**src/design/fbks_pkg.sv**
```systemverilog
// Package: key type, cell control and sequencer states shared by the key set design.
`timescale 1ns / 1ps
package fbks_pkg;

	localparam int unsigned ENTRY_COUNT_W = 7;

	typedef enum logic {
		CMD_ADD    = 1'b0,
		CMD_LOOKUP = 1'b1
	} cmd_t;

	typedef struct packed {
		logic [63:0] word3;
		logic [63:0] word2;
		logic [63:0] word1;
		logic [63:0] word0;
		logic [31:0] oidx;
	} key_t;

	typedef struct packed {
		logic shift; // take the neighbour's entry
		logic load;  // take the new key
	} cell_ctl_t;

	typedef enum logic {
		ST_IDLE,
		ST_APPLY
	} state_t;

endpackage

```
**src/design/fbks_cell.sv**
```systemverilog
// One storage cell of the key chain: entry, valid flag and registered compare.
`timescale 1ns / 1ps
module fbks_cell (
	input  logic               clk,
	input  logic               arst_n,
	input  fbks_pkg::key_t     cmp_key,
	input  logic               cmp_en,
	input  fbks_pkg::cell_ctl_t ctl,
	input  fbks_pkg::key_t     new_key,
	input  fbks_pkg::key_t     right_key,
	input  logic               right_valid,
	output fbks_pkg::key_t     key,
	output logic               valid,
	output logic               match
);
	import fbks_pkg::*;

	key_t key_q;
	logic valid_q;
	logic match_q;

	always_ff @(posedge clk) begin
		if (ctl.load) begin
			key_q <= new_key;
		end else if (ctl.shift) begin
			key_q <= right_key;
		end
	end

	always_ff @(posedge clk or negedge arst_n) begin
		if (!arst_n) begin
			valid_q <= 1'b0;
			match_q <= 1'b0;
		end else begin
			if (ctl.load) begin
				valid_q <= 1'b1;
			end else if (ctl.shift) begin
				valid_q <= right_valid;
			end
			if (cmp_en) begin
				match_q <= valid_q && (key_q == cmp_key);
			end
		end
	end

	assign key   = key_q;
	assign valid = valid_q;
	assign match = match_q;

endmodule

```
**config.mk**
```make
export PLATFORM = sky130hd
export DESIGN_NAME = fbks_cell
export DESIGN_NICKNAME = d
export VERILOG_FILES = /design/src/design/fbks_pkg.sv /design/src/design/fbks_cell.sv
export SDC_FILE = /design/constraint.sdc
export NUM_CORES = 1
export LEC_CHECK = 0
export BUFFER_PORTS_ARGS = -buffer_cell sky130_fd_sc_hd__buf_2
export CORE_AREA = 2 2 456 458
export CTS_CLUSTER_DIAMETER = 120
export DETAILED_ROUTE_END_ITERATION = 6
export DIE_AREA = 0 0 458 460
export PLACE_DENSITY = 0.34
export SKIP_CTS_REPAIR_TIMING = 1
export SLEW_MARGIN = 5
export SYNTH_ARGS = -nofsm -noshare
export SYNTH_HDL_FRONTEND = slang
export SYNTH_SLANG_ARGS = --single-unit
```
**constraint.sdc**
```tcl
create_clock -name clk -period 3 [get_ports clk]
set_input_delay 0.3 -clock clk [delete_from_list [all_inputs] [get_ports clk]]
set_output_delay 0.3 -clock clk [all_outputs]
set_load 0.1 [all_outputs]
```
==> results_dict.tcl <==
set metrics [dict create \
    power_switching_share_pct 43.6 \
    p_seq_share_pct 29.5 \
    instances_no_fill 5654 \
    grt_max_degree 68 \
    crit_path_max_fanout 3 \
    io-pin-count 1160 \
    cts_tree "done" \
    antenna_found_initial 199 \
    port_buffers 1159 \
    pwr-share-comb_pct 38.0 \
    vias 18173 \
    hold_viol 0 \
    dieArea_sq_mm 0.211 \
    cts-htree-levels 2 \
    grt_pass1_vias 16647 \
    fin_tns_setup_ps 0 \
    core_area_sq_mm 0.206 \
    synthDistinctLibCells 38 \
    regArea_sq_mm 0.00870 \
    switchingPower_mw 8.10 \
    drive_above_1_share_pct 55.8 \
    outcome "complete, no violations" \
    final_cell_mix "buf_2, dlygate4sd3_1, mux2_2, edfxtp_1, inv_1" \
    initialDrtViolationCount 837 \
    multi_input_area_sq_mm 0.00640 \
    dp_hpwl_microns 149000 \
    setup.worst_path.class "register to register" \
    synthTopCellsByArea "edfxtp_1, mux2_2, xor2_1, xnor2_1, inv_1" \
    worst_slack_ps 213 \
    clock_latency_ps 670 \
    syn_area_sq_mm 0.0157 \
    final_util_pct 15.5 \
    drc 0 \
    pre_cts_slack_ps -691 \
    rrSetupSlack_ps 210 \
    power.share.clock_pct 32.5 \
    grt_pass1_wl_microns 198000 \
    irDropWorstVdd_mv 0.347 \
    cts-root-buf "clkbuf_16" \
    async_flop_share_pct 0.690 \
    filler_cell_count 23452 \
    reg2reg_depth 7 \
    cts_made_buffers 48 \
    fmax_mhz 359 \
    crit_path_end "match" \
    grt_use_total_pct 15.1 \
    routabilityCongestion 0.848 \
    design_area_sq_mm 0.0319 \
    clockBufferDepth 3 \
    rr_startpoint "key[152]" \
    worstPathRequired_ps 3580 \
    postRouteAntennaNets 0 \
    rr_endpoint "match" \
    crit_start "key[152]" \
    fp-row-count 167 \
    first_pass_iters 5 \
    worst_slew_pin_slew_ps 1260 \
    syn-mean-instance-area_sq_um 13.6 \
    p_per_area_mw_per_mm2 582 \
    die_x_microns 458 \
    synthesis.nets 2019 \
    dp.cells 5062 \
    crit_path_end_kind "register" \
    wl_microns 169000 \
    min_period_ps 2790 \
    start_util_pct 7.61 \
    synth_warnings 0 \
    via_per_inst 3.21 \
    clock_skew_ps 43.1 \
    setup_viol 0 \
    yosys.area.top_type_share_pct 55.2 \
    cp.arrival_ps 3370 \
    synth_edf_count 288 \
    area_growth_pct 103 \
    finalPower_mw 18.6 \
    ys_ff_latch 290 \
    syn_inst 1149 \
    rsz0062_at_grt "false" \
    crit_path_start_kind "register" \
    dpl_cell_area_sq_mm 0.0255 \
    grt-ovfl-total 0 \
    fin_nets 3737 \
    cts.sinks 290 \
    wl_per_cell_microns 29.8 \
    p_leak_nw 13.4 \
    drv_slew 0 \
    clk_pin_slew_worst_paths_ps 60 \
    min_period_over_period_pct 92.9 \
    hold_ws_ps 17.0 \
    ys_seq_area_share_pct 55.5 \
    ys.flop_type "edfxtp_1" \
    dieHeight_microns 460 \
    hp-class "primary input to register" \
    power.internal_mw 10.5 \
    timing.max_slew.rel_slack_pct 16.1 \
    synth_top_area_cell "edfxtp_1" \
    layout_commonest_cell "buf_2" \
    maxCapViolCount 0 \
]
## state kept, by name, summed over array words and instances (netlist names)
name / flops
valid: 1
match: 1
key: 288
## how the worst min path moves through the flow
stage | slack, ps | startpoint | cells after the start | to
2_1_floorplan | 4 | arst_n | 0 | match
3_3_place_gp | 140 | arst_n | 1 | valid
3_5_place_dp | 140 | arst_n | 1 | valid
4_1_cts | -640 | arst_n | 1 | match
5_1_grt | 0.1 | right_key[166] | 2 | key[166]
6_report | 20 | new_key[210] | 2 | key[210]
## power groups by stage
stage / combinational (mW) / sequential (mW) / clock (mW)
2_1_floorplan: 0.955 / 8.56 / 0
3_3_place_gp: 6.56 / 5.56 / 0
3_5_place_dp: 6.54 / 5.56 / 0
4_1_cts: 6.56 / 5.49 / 6.27
5_1_grt: 7.31 / 5.53 / 6.34
6_report: 7.05 / 5.49 / 6.03
## metal layers
metal	routed length, microns	global-route usage [%]
met5	514	0
met4	4920	3.42
met3	14900	5.99
met2	84100	27.2
met1	64100	16.5
## final cells by class
type / count / share of cell area [%]
Multi-Input combinational cell: 689 / 20.1
Timing Repair Buffer: 1700 / 34.9
Inverter: 138 / 1.63
Clock buffer: 58 / 4.02
Sequential cell: 290 / 27.3
Tap cell: 2704 / 10.6
Antenna cell: 43 / 0.338
Clock inverter: 32 / 1.09
## synthesized netlist by cell type, drive strengths merged (2+ instances only)
cell type	count
xor2	76
mux2	288
a2111oi	5
nand3	7
nor4	42
o221ai	2
a21oi	3
o22ai	44
nand2b	13
nor2	3
a221oi	21
dfrtp	2
buf	9
a22o	11
o2bb2ai	29
clkbuf	23
inv	137
nand2	6
nor2b	10
edfxtp	288
o2111ai	7
a22oi	9
a2bb2oi	2
xnor2	72
nand4	30
## critical path: stages (launching register included)
cell,delay [ps]
edfxtp_1,450
inv_1,80
o22ai_1,370
nor4_4,560
nand4_1,170
nor4_2,590
nand4_1,200
o32ai_2,290
## kinds of logic after synthesis
family                    count (synthesis)  synth area share (%)
muxes                                   288                  20.7
and+or+nand+nor                         116                  4.50
buffers and inverters                   170                  4.14
xor gates and xnor gates                148                  8.27
DFF                                     290                  55.5
AOI/OAI and AO/OA                       137                  6.88
Power figures use the tool's default switching activity.
